--- config.mk ---
export PLATFORM = sky130hd
export DESIGN_NAME = tty_output_conversion
export DESIGN_NICKNAME = d
export VERILOG_FILES = /design/src/hw/rtl/tty_oc_pkg.sv /design/src/hw/rtl/tty_output_conversion.sv /design/src/hw/rtl/tty_oc_front.sv /design/src/hw/rtl/tty_oc_queue.sv /design/src/hw/rtl/tty_oc_back.sv
export VERILOG_INCLUDE_DIRS = /design/src /design/src/hw/rtl
export SDC_FILE = /design/constraint.sdc
export NUM_CORES = 1
export LEC_CHECK = 0
export BUFFER_PORTS_ARGS = -buffer_cell sky130_fd_sc_hd__buf_4
export CAP_MARGIN = 20
export CORE_MARGIN = 5
export CORE_UTILIZATION = 60
export CTS_CLUSTER_DIAMETER = 200
export CTS_CLUSTER_SIZE = 20
export DETAILED_ROUTE_END_ITERATION = 8
export PLACE_DENSITY = 0.83
export SLEW_MARGIN = 15
export SYNTH_ARGS = -nofsm -noshare
export SYNTH_HDL_FRONTEND = slang
export SYNTH_SLANG_ARGS = --single-unit
--- constraint.sdc ---
create_clock -name clk_i -period 4.2 [get_ports clk_i]
set_input_delay 0.42 -clock clk_i [delete_from_list [all_inputs] [get_ports clk_i]]
set_output_delay 0.42 -clock clk_i [all_outputs]
set_load 0.005 [all_outputs]
--- src/hw/rtl/tty_output_conversion_assert.svh ---
// Assertion macros for the terminal output conversion back end.
// Expects clk_i and rst_ni in the scope where a macro is used.
`ifndef TTY_OUTPUT_CONVERSION_ASSERT_SVH
`define TTY_OUTPUT_CONVERSION_ASSERT_SVH

// Checks a property on every clock edge outside of reset.
`define TTY_OC_ASSERT(lbl, prop) \
  lbl: assert property (@(posedge clk_i) disable iff (!rst_ni) (prop)) \
    else $error("tty_oc assertion failed");

// Checks that a condition never holds outside of reset.
`define TTY_OC_NEVER(lbl, cond) \
  lbl: assert property (@(posedge clk_i) disable iff (!rst_ni) !(cond)) \
    else $error("tty_oc forbidden condition seen");

`endif

--- src/hw/rtl/tty_oc_pkg.sv ---
// Shared types and constants of the terminal output conversion block.
// No dependencies; imported by every module of the block.
package tty_oc_pkg;

  // Tab stop spacing and the bits needed for a column offset within a stop.
  localparam int TabStop = 8;
  localparam int TabBits = $clog2(TabStop);

  // Default depth of the queue between front and back.
  localparam int QueueDepthDef = 2;

  // Character codes.
  localparam logic [7:0] ChrMask  = 8'h7F;
  localparam logic [7:0] CharBs    = 8'd8;
  localparam logic [7:0] CharTab   = 8'd9;
  localparam logic [7:0] CharLf    = 8'd10;
  localparam logic [7:0] CharVt    = 8'd11;
  localparam logic [7:0] CharFf    = 8'd12;
  localparam logic [7:0] CharCr    = 8'd13;
  localparam logic [7:0] CharSpace = 8'h20;
  localparam logic [7:0] CharDel   = 8'd127;

  // Delay lengths in ticks.
  localparam logic [7:0] CrDlyShort  = 8'd5;
  localparam logic [7:0] CrDlyMid    = 8'd10;
  localparam logic [7:0] CrDlyLong   = 8'd20;
  localparam logic [7:0] NlDlyFixed  = 8'd6;
  localparam logic [7:0] NlDlyBase   = 8'd3;
  localparam logic [7:0] VertDly     = 8'd127;
  localparam logic [7:0] TabDlyMin   = 8'd5;

  // Mode codes of the configuration registers.
  localparam logic [1:0] NlDlyColumn  = 2'd1;
  localparam logic [1:0] NlDlySix     = 2'd2;
  localparam logic [1:0] TabDlyColumn = 2'd1;
  localparam logic [1:0] TabExpand    = 2'd3;
  localparam logic [1:0] CrDlyFive    = 2'd1;
  localparam logic [1:0] CrDlyTen     = 2'd2;
  localparam logic [1:0] CrDlyTwenty  = 2'd3;

  // Configuration register indexes.
  typedef enum logic [2:0] {
    REG_RAW_MODE,
    REG_CRLF_MAP,
    REG_NL_DELAY,
    REG_TAB_MODE,
    REG_CR_DELAY,
    REG_VERT_DELAY
  } reg_idx_e;

  // Character classes.
  typedef enum logic [2:0] {
    CLS_ORD,
    CLS_NONPRINT,
    CLS_BS,
    CLS_NL,
    CLS_TAB,
    CLS_VERT,
    CLS_CR
  } cls_e;

  // Sequencer phases of the back end.
  typedef enum logic [1:0] {
    PH_PRE_CHR,
    PH_PRE_DLY,
    PH_MAIN_CHR,
    PH_MAIN_DLY
  } phase_e;

  // Configuration register set.
  typedef struct packed {
    logic       raw_mode;
    logic       crlf_map;
    logic [1:0] nl_dly_mode;
    logic [1:0] tab_mode;
    logic [1:0] cr_dly_mode;
    logic       vert_dly;
  } cfg_t;

  // One classified item: an optional CR prefix with its delay, a character
  // sent one or more times, and an optional trailing delay (zero for none).
  typedef struct packed {
    logic               pre_en;
    logic [7:0]         pre_dly;
    logic [7:0]         chr;
    logic [TabBits-1:0] rep_m1;
    logic [7:0]         dly;
  } cmd_t;

  // One result item.
  typedef struct packed {
    logic       kind;
    logic [7:0] value;
    logic       last;
  } out_item_t;

endpackage

--- src/hw/rtl/tty_output_conversion.sv ---
// Terminal output conversion: an accepted byte is written to the command queue, from which
// the back end loads its results into the output register. One byte per cycle is accepted
// when each makes one result; a byte with several results occupies the back-end sequencer
// until its last result is loaded, and input stalls once the command queue (QueueDepth
// entries) is full. Reset clears the cursor column, sets all registers to their defaults
// (newline mapping on) and empties the queue and the output register.
module tty_output_conversion
  import tty_oc_pkg::*;
#(
  parameter int QueueDepth = QueueDepthDef
) (
  input  logic       clk_i,
  input  logic       rst_ni,
  // Configuration write port.
  input  logic       cfg_we_i,
  input  logic [2:0] cfg_index_i,
  input  logic [1:0] cfg_wdata_i,
  // Input stream.
  input  logic       s_axis_tvalid,
  output logic       s_axis_tready,
  input  logic [7:0] s_axis_tdata,   // [7:0] out_byte
  // Output stream.
  output logic       m_axis_tvalid,
  input  logic       m_axis_tready,
  output logic [7:0] m_axis_tdata,   // [7:0] item_value
  output logic [0:0] m_axis_tuser,   // [0] item_kind
  output logic       m_axis_tlast
);

  cfg_t      cfg_q;
  logic      push_valid, push_ready;
  cmd_t      push_cmd;
  logic      cmd_valid, cmd_pop;
  cmd_t      cmd_head;
  out_item_t out_item;

  // Configuration registers.
  always_ff @(posedge clk_i or negedge rst_ni) begin
    if (!rst_ni) begin
      cfg_q.raw_mode    <= 1'b0;
      cfg_q.crlf_map    <= 1'b1;
      cfg_q.nl_dly_mode <= 2'd0;
      cfg_q.tab_mode    <= 2'd0;
      cfg_q.cr_dly_mode <= 2'd0;
      cfg_q.vert_dly    <= 1'b0;
    end else if (cfg_we_i) begin
      case (reg_idx_e'(cfg_index_i))
        REG_RAW_MODE:   cfg_q.raw_mode    <= cfg_wdata_i[0];
        REG_CRLF_MAP:   cfg_q.crlf_map    <= cfg_wdata_i[0];
        REG_NL_DELAY:   cfg_q.nl_dly_mode <= cfg_wdata_i;
        REG_TAB_MODE:   cfg_q.tab_mode    <= cfg_wdata_i;
        REG_CR_DELAY:   cfg_q.cr_dly_mode <= cfg_wdata_i;
        REG_VERT_DELAY: cfg_q.vert_dly    <= cfg_wdata_i[0];
        default: ;
      endcase
    end
  end

  tty_oc_front u_front (
    .clk_i        (clk_i),
    .rst_ni       (rst_ni),
    .cfg_i        (cfg_q),
    .in_valid_i   (s_axis_tvalid),
    .in_byte_i    (s_axis_tdata),
    .push_ready_i (push_ready),
    .push_valid_o (push_valid),
    .push_cmd_o   (push_cmd)
  );

  tty_oc_queue #(
    .Depth (QueueDepth)
  ) u_queue (
    .clk_i        (clk_i),
    .rst_ni       (rst_ni),
    .push_valid_i (push_valid),
    .push_ready_o (push_ready),
    .push_cmd_i   (push_cmd),
    .pop_valid_o  (cmd_valid),
    .pop_i        (cmd_pop),
    .pop_cmd_o    (cmd_head)
  );

  tty_oc_back u_back (
    .clk_i       (clk_i),
    .rst_ni      (rst_ni),
    .cmd_valid_i (cmd_valid),
    .cmd_i       (cmd_head),
    .cmd_pop_o   (cmd_pop),
    .out_valid_o (m_axis_tvalid),
    .out_ready_i (m_axis_tready),
    .out_item_o  (out_item)
  );

  assign s_axis_tready   = push_ready;
  assign m_axis_tdata    = out_item.value;
  assign m_axis_tuser[0] = out_item.kind;
  assign m_axis_tlast    = out_item.last;

endmodule

--- src/hw/rtl/tty_oc_front.sv ---
// Front end: accepts input bytes, classes them, tracks the cursor column
// and hands one command per byte to the queue. Depends on tty_oc_pkg.
module tty_oc_front
  import tty_oc_pkg::*;
(
  input  logic       clk_i,
  input  logic       rst_ni,
  input  cfg_t       cfg_i,
  input  logic       in_valid_i,
  input  logic [7:0] in_byte_i,
  input  logic       push_ready_i,
  output logic       push_valid_o,
  output cmd_t       push_cmd_o
);

  logic [7:0]         cursor_col_q, cursor_col_d;
  logic [7:0]         chr7;
  cls_e               cls;
  logic [TabBits-1:0] rem;
  logic [7:0]         tab_step;
  logic [7:0]         tab_dly;
  cmd_t               cmd;
  logic               accept;

  // Standard ASCII classes of a 7-bit character.
  function automatic cls_e classify(input logic [7:0] c);
    cls_e r;
    if (c == CharBs) r = CLS_BS;
    else if (c == CharTab) r = CLS_TAB;
    else if (c == CharLf) r = CLS_NL;
    else if (c == CharVt || c == CharFf) r = CLS_VERT;
    else if (c == CharCr) r = CLS_CR;
    else if (c < CharSpace || c == CharDel) r = CLS_NONPRINT;
    else r = CLS_ORD;
    return r;
  endfunction

  // Delay after a carriage return.
  function automatic logic [7:0] cr_delay(input logic [1:0] mode);
    logic [7:0] d;
    case (mode)
      CrDlyFive:   d = CrDlyShort;
      CrDlyTen:    d = CrDlyMid;
      CrDlyTwenty: d = CrDlyLong;
      default:     d = 8'd0;
    endcase
    return d;
  endfunction

  // Delay after a line feed, given the column it is sent at.
  function automatic logic [7:0] nl_delay(input logic [1:0] mode, input logic [7:0] col);
    logic [7:0] d;
    d = 8'd0;
    case (mode)
      NlDlyColumn: begin
        if (col != 8'd0) begin
          d = (col >> 4) + NlDlyBase;
          if (d < NlDlyFixed) d = NlDlyFixed;
        end
      end
      NlDlySix: d = NlDlyFixed;
      default:  d = 8'd0;
    endcase
    return d;
  endfunction

  assign accept = in_valid_i && push_ready_i;

  // Tab arithmetic on the current column.
  assign chr7     = in_byte_i & ChrMask;
  assign cls      = classify(chr7);
  assign rem      = cursor_col_q[TabBits-1:0];
  assign tab_step = 8'(TabStop) - 8'(rem);
  assign tab_dly  = 8'(TabStop + 1) - 8'(rem);

  // Build the command and the next column.
  always_comb begin
    cmd          = '0;
    cmd.chr      = chr7;
    cursor_col_d = cursor_col_q;
    if (cfg_i.raw_mode) begin
      cmd.chr = in_byte_i;
    end else begin
      case (cls)
        CLS_ORD: begin
          cursor_col_d = cursor_col_q + 8'd1;
        end
        CLS_BS: begin
          if (cursor_col_q != 8'd0) cursor_col_d = cursor_col_q - 8'd1;
        end
        CLS_NL: begin
          if (cfg_i.crlf_map) begin
            // CR goes first and resets the column; LF delay then sees column zero.
            cmd.pre_en  = 1'b1;
            cmd.pre_dly = cr_delay(cfg_i.cr_dly_mode);
            cmd.dly     = nl_delay(cfg_i.nl_dly_mode, 8'd0);
          end else begin
            cmd.dly = nl_delay(cfg_i.nl_dly_mode, cursor_col_q);
          end
          cursor_col_d = 8'd0;
        end
        CLS_TAB: begin
          if (cfg_i.tab_mode == TabExpand) begin
            cmd.chr    = CharSpace;
            cmd.rep_m1 = TabBits'(TabStop - 1) - rem;
          end else if (cfg_i.tab_mode == TabDlyColumn) begin
            cmd.dly = (tab_dly < TabDlyMin) ? 8'd0 : tab_dly;
          end
          cursor_col_d = cursor_col_q + tab_step;
        end
        CLS_VERT: begin
          cmd.dly = cfg_i.vert_dly ? VertDly : 8'd0;
        end
        CLS_CR: begin
          cmd.dly      = cr_delay(cfg_i.cr_dly_mode);
          cursor_col_d = 8'd0;
        end
        default: begin
          cursor_col_d = cursor_col_q;
        end
      endcase
    end
  end

  // Column register, updated on each accepted item.
  always_ff @(posedge clk_i or negedge rst_ni) begin
    if (!rst_ni) begin
      cursor_col_q <= 8'd0;
    end else if (accept) begin
      cursor_col_q <= cursor_col_d;
    end
  end

  assign push_valid_o = in_valid_i;
  assign push_cmd_o   = cmd;

endmodule

--- src/hw/rtl/tty_oc_queue.sv ---
// Short command queue between front and back ends.
// Depends on tty_oc_pkg for the command type.
module tty_oc_queue
  import tty_oc_pkg::*;
#(
  parameter int Depth = QueueDepthDef
) (
  input  logic clk_i,
  input  logic rst_ni,
  input  logic push_valid_i,
  output logic push_ready_o,
  input  cmd_t push_cmd_i,
  output logic pop_valid_o,
  input  logic pop_i,
  output cmd_t pop_cmd_o
);

  localparam int PtrW = (Depth > 1) ? $clog2(Depth) : 1;
  localparam int CntW = $clog2(Depth + 1);

  cmd_t            mem_q [Depth];
  logic [PtrW-1:0] wr_ptr_q, wr_ptr_d;
  logic [PtrW-1:0] rd_ptr_q, rd_ptr_d;
  logic [CntW-1:0] count_q, count_d;
  logic            push;

  assign push_ready_o = (count_q != CntW'(Depth));
  assign pop_valid_o  = (count_q != '0);
  assign push         = push_valid_i && push_ready_o;
  assign pop_cmd_o    = mem_q[rd_ptr_q];

  // Pointer and fill count updates.
  always_comb begin
    wr_ptr_d = wr_ptr_q;
    rd_ptr_d = rd_ptr_q;
    count_d  = count_q;
    if (push) begin
      wr_ptr_d = (wr_ptr_q == PtrW'(Depth - 1)) ? '0 : wr_ptr_q + PtrW'(1);
    end
    if (pop_i) begin
      rd_ptr_d = (rd_ptr_q == PtrW'(Depth - 1)) ? '0 : rd_ptr_q + PtrW'(1);
    end
    if (push && !pop_i) count_d = count_q + CntW'(1);
    else if (pop_i && !push) count_d = count_q - CntW'(1);
  end

  always_ff @(posedge clk_i or negedge rst_ni) begin
    if (!rst_ni) begin
      wr_ptr_q <= '0;
      rd_ptr_q <= '0;
      count_q  <= '0;
    end else begin
      wr_ptr_q <= wr_ptr_d;
      rd_ptr_q <= rd_ptr_d;
      count_q  <= count_d;
    end
  end

  // Entry storage.
  always_ff @(posedge clk_i) begin
    if (push) mem_q[wr_ptr_q] <= push_cmd_i;
  end

endmodule

--- src/hw/rtl/tty_oc_back.sv ---
// Back end: sequences each queued command into result items and holds
// them in an output register. Depends on tty_oc_pkg and the assert macros.
`include "tty_output_conversion_assert.svh"

module tty_oc_back
  import tty_oc_pkg::*;
(
  input  logic      clk_i,
  input  logic      rst_ni,
  input  logic      cmd_valid_i,
  input  cmd_t      cmd_i,
  output logic      cmd_pop_o,
  output logic      out_valid_o,
  input  logic      out_ready_i,
  output out_item_t out_item_o
);

  phase_e             phase_q, phase_d, cur_phase;
  logic [TabBits-1:0] cnt_q, cnt_d;
  logic               out_valid_q;
  out_item_t          out_q;
  out_item_t          item;
  logic               load;

  // A fresh command without CR prefix starts at its main character.
  assign cur_phase = (phase_q == PH_PRE_CHR && !cmd_i.pre_en) ? PH_MAIN_CHR : phase_q;
  assign load      = cmd_valid_i && (!out_valid_q || out_ready_i);
  assign cmd_pop_o = load && item.last;

  // Item produced in the current phase.
  always_comb begin
    item = '0;
    case (cur_phase)
      PH_PRE_CHR: begin
        item.value = CharCr;
      end
      PH_PRE_DLY: begin
        item.kind  = 1'b1;
        item.value = cmd_i.pre_dly;
      end
      PH_MAIN_CHR: begin
        item.value = cmd_i.chr;
        item.last  = (cnt_q == cmd_i.rep_m1) && (cmd_i.dly == 8'd0);
      end
      PH_MAIN_DLY: begin
        item.kind  = 1'b1;
        item.value = cmd_i.dly;
        item.last  = 1'b1;
      end
      default: begin
        item = '0;
      end
    endcase
  end

  // Next phase and repeat count.
  always_comb begin
    phase_d = phase_q;
    cnt_d   = cnt_q;
    if (load) begin
      case (cur_phase)
        PH_PRE_CHR: begin
          phase_d = (cmd_i.pre_dly != 8'd0) ? PH_PRE_DLY : PH_MAIN_CHR;
        end
        PH_PRE_DLY: begin
          phase_d = PH_MAIN_CHR;
        end
        PH_MAIN_CHR: begin
          if (cnt_q != cmd_i.rep_m1) begin
            cnt_d = cnt_q + TabBits'(1);
          end else if (cmd_i.dly != 8'd0) begin
            phase_d = PH_MAIN_DLY;
          end else begin
            phase_d = PH_PRE_CHR;
            cnt_d   = '0;
          end
        end
        PH_MAIN_DLY: begin
          phase_d = PH_PRE_CHR;
          cnt_d   = '0;
        end
        default: begin
          phase_d = PH_PRE_CHR;
          cnt_d   = '0;
        end
      endcase
    end
  end

  always_ff @(posedge clk_i or negedge rst_ni) begin
    if (!rst_ni) begin
      phase_q     <= PH_PRE_CHR;
      cnt_q       <= '0;
      out_valid_q <= 1'b0;
    end else begin
      phase_q <= phase_d;
      cnt_q   <= cnt_d;
      if (load) out_valid_q <= 1'b1;
      else if (out_ready_i) out_valid_q <= 1'b0;
    end
  end

  // Output payload register.
  always_ff @(posedge clk_i) begin
    if (load) out_q <= item;
  end

  assign out_valid_o = out_valid_q;
  assign out_item_o  = out_q;

  // A command leaves the queue only with its final item.
  `TTY_OC_ASSERT(pop_marks_last, cmd_pop_o |=> (out_valid_q && out_q.last))
  // After the final item the sequencer is back at its start.
  `TTY_OC_ASSERT(pop_restarts, cmd_pop_o |=> (phase_q == PH_PRE_CHR && cnt_q == '0))
  // Never pop an empty queue.
  `TTY_OC_NEVER(pop_when_empty, cmd_pop_o && !cmd_valid_i)

endmodule
Word-level counts from Yosys, hierarchy flattened. Memories as Yosys holds them, arrays and structs flattened. Cells that the tools add are included.

Memories kept: 1. Flip-flop bits (word level): 37. Bits in latches: 0. RAM bits: 56. Bits in read-only memories: 0. Word-level logic and storage cells: 149. Bits of input ports: 18. Output and inout port bits: 12.

Multiply operators: 0. Divide/modulo/power cells: 0. Equal/unequal tests: 33. Shift operators: 0. Reduce and logical (&&, ||, !) cells: 38. Order comparisons: 3. Bitwise logic cells: 1. Add/sub/neg operators: 12. Multiplexer cells: 45.

Memories: u_queue.mem_q (words 2, width 28, read ports 1, clocked after memory_dff 0, wr ports 1, line tty_oc_queue.sv:21) `cmd_t mem_q [Depth];`.

Operators with widths (number): case mux 8 bit (4 select lines) (3); 2-to-1 mux 8 bit (8); equality test 7 x 4 -> 1 bit, second input constant (6); 2-to-1 mux 9 bit (3); 2-to-1 mux 3 bit (8); nonzero test 8 bit (3); 2-to-1 mux 10 bit (2); < comparator 8 x 3 -> 1 bit, second input constant (2); case mux 8 bit (2 select lines) (1); equality test 3 bit, second input constant (5); case mux 5 bit (3 select lines) (1); AND reduction 2 bit (7); equality test 2 bit, second input constant (6); equality test 3 x 2 -> 1 bit, second input constant (4); 2-to-1 mux 2 bit (6); 2-to-1 mux 11 bit (1); subtractor 4 x 3 -> 5 bit, first input constant (2); adder 8 x 1 -> 8 bit, second input constant (1); adder 8 bit (1); equality test 2 x 1 -> 1 bit, second input constant (4); logical NOT 8 bit (1); 2-to-1 mux 1 bit (8); case mux 2 bit (4 select lines) (1); nonzero test 2 bit (4); other kinds (28) (44).

Depth between registers and ports, before layout. Gate-level depths: netlist of the first run.

Word-level depth: 12. Depth in mapped cells: 11.

Hierarchy. A second synthesis of the first run with hierarchy kept.

Cells, all modules: 416. Area total of the unflattened synthesis: 5066.1 µm².

By module, submodules not included: tty_oc_queue (times used 1, area each 2262.2 µm², seq. area each 1781.7 µm², cells each 105); tty_oc_front (times used 1, area each 1456.4 µm², seq. area each 200.2 µm², cells each 192); tty_oc_back (times used 1, area each 955.9 µm², seq. area each 450.4 µm², cells each 95); tty_output_conversion (times used 1, area each 391.6 µm², seq. area each 226.5 µm², cells each 24).

Worst setup path after synthesis of the first run. OpenSTA, ideal clock, no wires.

Path type: input -> register. From: in s_axis_tdata[6]. To: reg u_front.cursor_col_q[7]. Stages: 10. Arrival: 2937 ps. Slack: 1159 ps. Library setup time: 104 ps. Buffers on the path: 0. Cell sequence: or4b_4 -> nor4b_4 -> nand2_1 -> o21ai_0 -> ha_1 -> a21oi_1 -> o22ai_1 -> o41ai_1 -> mux2_2 -> o311ai_1.

Word-level cells in the longest chain between the ends: 12. Elaborated cells between the ends (all ways): 26.

Ends and longest elaborated chain: from (decl) (line tty_output_conversion.sv:21) `input logic [7:0] s_axis_tdata,`; < comparator 7 x 6 -> 1 bit / equality test 7 bit (equally long branches) (line tty_oc_front.sv:33) `else if (c < CharSpace || c == CharDel) r = CLS_NONPRINT;`; logical OR 1 bit (line tty_oc_front.sv:33); 2-to-1 mux 1 bit (line tty_oc_front.sv:33); 2-to-1 mux 3 bit (line tty_oc_front.sv:32) `else if (c == CharCr) r = CLS_CR;`; 2-to-1 mux 3 bit (line tty_oc_front.sv:31) `else if (c == CharVt || c == CharFf) r = CLS_VERT;`; 2-to-1 mux 3 bit (line tty_oc_front.sv:30) `else if (c == CharLf) r = CLS_NL;`; 2-to-1 mux 3 bit (line tty_oc_front.sv:29) `else if (c == CharTab) r = CLS_TAB;`; 2-to-1 mux 3 bit (*) (line tty_oc_front.sv:28) `if (c == CharBs) r = CLS_BS;`; equality test 3 bit / equality test 3 x 2 -> 1 bit (equally long branches) (line tty_oc_front.sv:84) `case (cls)`; OR reduction 2 bit (no source line); nonzero test 4 bit (no source line); AND reduction 4 bit (no source line); to (signal assigned) (line tty_oc_front.sv:130) `cursor_col_q <= cursor_col_d;`; to (decl) (line tty_oc_front.sv:16) `logic [7:0] cursor_col_q, cursor_col_d;`.

Mark *: on every way between the ends. The rest lies on a longest branch, timed or not. A chain may end at the register's enable or synchronous reset.

Worst setup path after layout of the first run. Same ends and word-level chain as after synthesis.

==> metrics, run 1 <==
status=finished clean; Synth Area in Adders=0.0536; Post-Synth XOR/XNOR Area=0.0303; Boundary Pins=30; power share of the combinational group=0.352; Fin Hold WS=between 0.2 and 0.3 ns; Max Cap Viol=0; Final #Nets=433; multiplexer share of the synthesized area=0.0787; Simple-Gate Fraction of Synth Area=0.154; Syn Std Cell Area=about 4300 sq um; Initial Util=0.608; final hold vios=0; antenna diode count=0; critical path fanouts, max=6; Mapped Nets=approximately 400; Data arrival, critical path=3.37 ns; top cells by area, synth=edfxtp_1, dfrtp_1, ha_1; Die W=approximately 95 microns; Layout Area Growth over Synthesis=12.4%; Int Pwr=around 2 mW; Post-Place Cells=a little under 500; largest net degree at the start of global routing=28; Yosys top cell by area=edfxtp_1; Most used DFF post-synth=edfxtp_1; crit share post-route=0.743; CP required=4.45 ns; Syn Area/Cell=between 10 and 15 sq um; switching power=~1.1 mW; Peak VDD IR=approximately 0.00028 V; Post-CTS Setup Bufs=0; Clock Tree Root=clkbuf_8; Sink Count=between 80 and 90; pins over their slew limit=0; yosys warns=0; post-detailed-route count of antenna-violating nets=0; drt wl/cell=17.5 microns; Total Routing Usage GR=0.213; first-pass GRT wire length=~15 mm; core area=7140 sq um; Vias/cell=5.98; overall routed net length=8.77 mm; Post-synth EDFFs=54; Layout Cells excl Fill=roughly 500; global route total overflow=0; initial antenna violation count=0; vias in the first global route=approximately 3.1k; Rel. slew slack=0.336; Setup violations, final=0; Crit Path Category=input port to flip-flop; flop and latch count out of synthesis=81; compound-gate portion of the synthesized area=0.121; FP Rows=31; Placer Congestion=between 0.9 and 1; Static Leak=slightly below 2 nW; TritonCTS buffer count=9; Pwr Total=around 3.0 mW; # H-tree levels=3; # port buffers=29; RSZ-0062 raised after global routing=false; clock share of power=0.212; CP Capture Type=flip-flop; share of the synthesized area in the top cell type=0.374; Post-DP HPWL=6.37 mm; asr flop ratio synth=0.333; Clock Skews=approximately 0.015 ns; DIE AREA=around 9000 sq um; CP Launch Type=input port; crit path time final=between 3 and 4 ns; Detailed Routing Iterations Pass 1=4; Die H=~95 microns; Net Sw Frac=0.349; Syn Inst Count=~370; DRC viols=0; DP Area=around 4600 sq um; post-synthesis sequential area ratio=0.530; Hold Path Class=input port to flip-flop; Pwr per Cell Area=623 nW/um^2; Clock Path Buffers=2; Sequential Power Share=0.436; fmax=320 MHz; CTS tree=yes; post-route cell area=~4900 sq um; worst skew pair latency=approximately 0.35 ns; share of cells above drive strength 1=0.192; Worst-Margin Slew=roughly 1.0 ns; Clock Pin Slew Worst Setup and Hold Paths=~0.09 ns; setup TNS=0 ns; Vias=between 2k and 3k; DR iter-0 viols=215; largest family of logic cells by synthesized area=simple AND/OR/NAND/NOR gates; Yosys cell types=68
## power groups by stage
stage               logic [mW]  registers, mW  clock network, mW
CTS                       1.07           1.32              0.657
global route              1.20           1.35              0.693
floorplan                0.791           1.27                  0
detailed placement        1.06           1.34                  0
finish                    1.07           1.32              0.644
global placement          1.03           1.32                  0
## routing by layer
layer,share of wire,routed length [microns],global-route usage
met1,0.40,3530,0.258
met3,0.047,409,0.0529
met4,0.014,127,0.0721
met2,0.54,4700,0.372
met5,0,0,0
## critical path, cell delays in order
cell and delay (ns):
buf_4 0.14, or4b_4 0.58, nor4b_4 0.36, nand2_1 0.12, o21ai_0 0.20, ha_1 0.32, a21oi_1 0.18, o22ai_1 0.12
o41ai_1 0.45, mux2_2 0.39, o311ai_1 0.09
## cell type report
type,instances,area (sq um)
Timing Repair Buffer,33,250
Inverter,21,78.8
Multi-Input combinational cell,251,1900
Clock buffer,9,124
Clock inverter,7,104
Tap cell,99,124
Sequential cell,81,2300
Fill cell,518,2260
## state kept, by name, summed over array words and instances (netlist names)
name and cells:
u_back.cnt_q 3, u_queue.mem_q 44, u_queue.rd_ptr_q 1, u_queue.count_q 2
u_queue.wr_ptr_q 1, u_back.out_valid_o 1, u_back.phase_q 2, u_back.out_item_o 10
cfg_q 9, u_front.cursor_col_q 8
## Yosys cell counts (4+ instances only)
cell	number
inv_1	20
mux2_2	11
dfrtp_1	26
clkbuf_1	7
mux2i_1	15
and2_1	6
a31oi_1	6
a21oi_1	12
edfxtp_1	54
xnor2_1	13
nand2_1	21
ha_1	17
nor2b_1	6
nand4_1	4
nand2b_1	7
nor2_1	19
or4_1	5
o21ai_0	23
nand3_1	14
## cells by family (layout without fill, tap and decap cells)
logic type,Yosys count,count (layout)
muxes,29,29
and+or+nand+nor,112,112
adders and majority gates,18,18
xor gates and xnor gates,15,15
DFF,81,81
AOI/OAI and AO/OA,77,77
buffers and inverters,33,70
## per-stage QoR
step	util	worst slack [ns]
after floorplan	-	1.16
final	0.683	1.08
after CTS	0.683	1.10
after detailed placement	0.650	0.732
after global routing	0.683	0.836
after global placement	0.650	0.864
## cell usage in the layout, fill, tap and decap left out, types with 4 or more instances in the layout
cell and count:
nand2_1 21, o21ai_0 23, clkbuf_8 9, a31oi_1 6, edfxtp_1 54, inv_6 5, nand3_1 14, nand4_1 4
dfrtp_1 26, inv_1 20, and2_1 6, mux2i_1 15, nor2_1 19, a21oi_1 12, or4_1 5, buf_4 32
nor2b_1 6, ha_1 17, nand2b_1 7, xnor2_1 13, mux2_2 11
## worst paths after layout
path	start	to	slack, ns	depth (start not counted)
hold / removal	cfg_wdata_i[1]	cfg_q[6]	0.30	3
setup / recovery	s_axis_tdata[6]	u_front.cursor_col_q[7]	1.08	11
min in group asynchronous	rst_ni	u_back.out_valid_o	0.51	2
max in group asynchronous	rst_ni	cfg_q[7]	3.36	2
hold reg to reg	u_back.out_valid_o	u_back.out_valid_o	0.50	2
setup reg to reg	u_front.cursor_col_q[1]	u_front.cursor_col_q[7]	1.48	10
## timing repair
| action | CTS | global route |
|---|---|---|
| endpoints found under the setup margin | 0 | 0 |
| gates resized for setup | 0 | 0 |
| hold buffers | 1 | 0 |
| endpoints found under the hold margin | 26 | 0 |
(Power assumes the default switching activity.)
==> inputs of run 2 (changes only) <==
--- a/config.mk
+++ b/config.mk
@@ -6,6 +6,7 @@
 export SDC_FILE = /design/constraint.sdc
 export NUM_CORES = 1
 export LEC_CHECK = 0
+export ABC_AREA = 1
 export BUFFER_PORTS_ARGS = -buffer_cell sky130_fd_sc_hd__buf_4
 export CAP_MARGIN = 20
 export CORE_MARGIN = 5
==> constraint.sdc (replaced) <==
create_clock -name clk_i -period 3 [get_ports clk_i]
set_input_delay 0.3 -clock clk_i [delete_from_list [all_inputs] [get_ports clk_i]]
set_output_delay 0.3 -clock clk_i [all_outputs]
set_load 0.005 [all_outputs]
==> run 2 against run 1 <==
- register-to-register slack lost 1.0 ns
- synthesized cell count grew 29%
- count of clock-buffer cells in the layout is the same
- critical endpoint is now u_queue.count_q[1]
- final area shrank 1.5%
- combinational power grew 65%
- wire length is essentially flat
- first-iteration DRC count shrank 16%
- synthesized area shrank 0.95%
- sequential share of layout area grew 0.71 points
- critical path depth grew 2
- highest routed layer unchanged
- cell count grew 21%
==> metrics, run 2 <==
Post-CTS Setup Bufs=0 (unchanged); CP cell instances=inv_2 > nand2_1 > nand2_2 > xor2_1 > nand3_2 > nand2_1 > inv_2 > nor2_4 > nand2_2 > ha_1 > a21oi_1 > o21ai_0 > xnor2_1; Final #Nets=542 (+25%); overall routed net length=8.77 mm (about the same); most common cell after layout, fill and taps aside=nand2_1; Die H=94.6 microns (-0.43%); Yosys cell types=40 (-41%); Biggest register=u_queue.mem_q; Vias/cell=5.39 (-9.9%); Fin Hold WS=0.145 ns (-0.154 ns); Total Routing Usage GR=0.214 (+0.000631); Clock Skews=0.00857 ns (-0.00689 ns); status=finished clean; Worst Path Buf+Inv=2 (+1); Yosys top cell by area=edfxtp_1; Peak VDD IR=0.000360 V (+27%); CP delay by family, top=simple AND/OR/NAND/NOR gates; share of the synthesized area in the top cell type=0.377 (+0.00359); CP Launch Point=u_queue.rd_ptr_q; top cells by area, synth=edfxtp_1, dfrtp_1, nand2_1; DIE AREA=8950 sq um (-0.86%); FP Rows=30 (-3.2%); Static Leak=2.24 nW (+16%); Max Cap Viol=0 (unchanged); Setup violations, final=0 (unchanged); largest net degree at the start of global routing=28 (unchanged); DR iter-0 viols=180 (-16%); drt wl/cell=14.4 microns (-17%); Initial Util=0.626 (+0.0177); flip-flop and latch area=2300 sq um (unchanged); DRC viols=0 (unchanged); Hold Path Class=input port to flip-flop; crit share post-route=0.849; post_cts resized=0 (unchanged); yosys warns=0 (unchanged); worst skew pair latency=0.35 ns (about the same); Largest register FFs=44 (unchanged); share of cells above drive strength 1=0.151 (-0.0409); Post-DP HPWL=6.56 mm (+3.1%); RSZ-0062 raised after global routing=false; Post-synth EDFFs=54 (unchanged); Layout fillers=529 (+2.1%); post-synthesis sequential area ratio=0.535 (+0.00509); Syn Area/Cell=9.12 sq um (-23%); # port buffers=29 (unchanged); Vias=3272 (+9.2%); TritonCTS buffer count=9 (unchanged); Syn Std Cell Area=4300 sq um (-0.95%); pins over their slew limit=0 (unchanged); critical path's largest stage delay=0.52 ns (-0.06 ns); initial antenna violation count=0 (unchanged); most frequent cells in the layout=nand2_1, inv_1, edfxtp_1; Boundary Pins=30 (unchanged); critical path fanouts, max=21 (+15); vias in the first global route=3123 (+2.2%); final core utilization=0.699 (+0.0161); Crit Path Category=flip-flop to flip-flop; setup TNS=0 ns (unchanged); Post-Place Cells=590 (+22%); Clock Tree Root=clkbuf_8; count leader, synth=nand2_1; Hold Crit Start=m_axis_tready; global route total overflow=0 (unchanged); CP Capture Type=flip-flop; Data arrival, critical path=2.78 ns (-0.59 ns); Slowest cell on crit path=dfrtp_1; Most used DFF post-synth=edfxtp_1; synth cell count leaders=nand2_1, inv_1, edfxtp_1, nor2_1, dfrtp_1; Die W=94.6 microns (-0.43%); area occupied by multi-input gates=1680 sq um (-12%); Layout Cells excl Fill=607 (+21%); post-detailed-route count of antenna-violating nets=0 (unchanged); core area=6870 sq um (-3.8%); Clock Pin Slew Worst Setup and Hold Paths=0.08 ns (about the same); Worst-Margin Slew=0.423 ns (-0.573 ns); Mapped Nets=507 (+26%); Rel. slew slack=0.716 (+0.380); Placer Congestion=0.971 (+2.6%); antenna diode count=0 (unchanged); asr flop ratio synth=0.333 (unchanged); # H-tree levels=3 (unchanged); Pwr per Cell Area=910 nW/um^2 (+46%); CP Launch Type=flip-flop; Sink Count=81 (unchanged); Detailed Routing Iterations Pass 1=5 (+1); CTS tree=yes; flop and latch count out of synthesis=81 (unchanged); RR Startpoint=u_queue.rd_ptr_q; final hold vios=0 (unchanged); CP required=3.24 ns (-1.21 ns); crit path time final=2.55 ns; first-pass GRT wire length=14.7 mm (+0.42%); hold buffer count at CTS=1 (unchanged); fmax=between 300 and 400 MHz; Clock Path Buffers=2 (unchanged); Syn Inst Count=471 (+29%); Layout Area Growth over Synthesis=11.8%
[run 2: changes by cell type in the layout (fill, tap and decap cells not counted), sizes merged, moves of 6 or more]
cell / before / now
nand2: 22 / 133
inv: 25 / 71
nor2: 19 / 37
mux2i: 15 / 2
mux2: 11 / 0
nand3: 14 / 25
xnor2: 13 / 3
xor2: 2 / 10
and2: 7 / 0
nand2b: 7 / 0
o21ai: 23 / 30
nor2b: 6 / 0
[run 2: through the flow]
stage / instance area (sq um) / setup slack [ns] / power [mW]
6_report: 4800 / 0.453 / 4.37
5_1_grt: 4800 / 0.194 / 4.69
4_1_cts: 4800 / 0.446 / 4.37
3_5_place_dp: 4600 / 0.456 / 3.59
3_3_place_gp: 4600 / 0.571 / 3.49
2_1_floorplan: 4300 / 0.857 / 3.08
[run 2: cell families after synthesis]
| kind of cell | synth area share |
|---|---|
| AO/OA/AOI/OAI | 0.0885 |
| XOR/XNOR | 0.0265 |
| adder cells (fa/ha/maj) | 0.0542 |
| buffers and inverters | 0.0754 |
| flip-flops | 0.535 |
| multiplexers | 0.00466 |
| AND/OR/NAND/NOR | 0.216 |
[run 2: path summary, 6_finish.rpt]
kind | end | slack, ns | cells past startpoint
min in group asynchronous | u_back.phase_q[0] | 0.41 | 2
min reg2reg | cfg_q[1] | 0.51 | 2
max in group asynchronous | cfg_q[7] | 2.28 | 2
max | u_queue.count_q[1] | 0.45 | 13
max reg2reg | u_queue.count_q[1] | 0.45 | 13
min | u_back.out_valid_o | 0.14 | 2
[run 2: power breakdown]
part / internal (mW) / switching, mW
Combinational: 0.646 / 1.12
Sequential: 1.61 / 0.208
Clock: 0.383 / 0.398
Total: 2.64 / 1.73
[run 2: worst register-to-register path, delay by kind of cell (launching register included)]
kind	cells	cell delay, ns
xor gates and xnor gates	2	0.33
DFF	1	0.52
AOI/OAI and AO/OA	2	0.22
and+or+nand+nor	6	0.62
buffers and inverters	2	0.41
adders and majority gates	1	0.34
[run 2: cell type report]
type                       instances  area share
clock buffer                       9      0.0258
clock inverter                     7      0.0143
inverter                          71      0.0555
timing repair buffer              33      0.0521
multi-input combinational        310       0.349
sequential                        81       0.478
tap                               96      0.0250
[run 2: layer usage]
layer / vias up / global-route usage / wire (microns)
met4: 0 / 0.0781 / 170
met3: 17 / 0.0406 / 518
met1: 1519 / 0.271 / 3660
li1: 1620 / - / -
met2: 116 / 0.364 / 4430
met5: - / 0 / 0
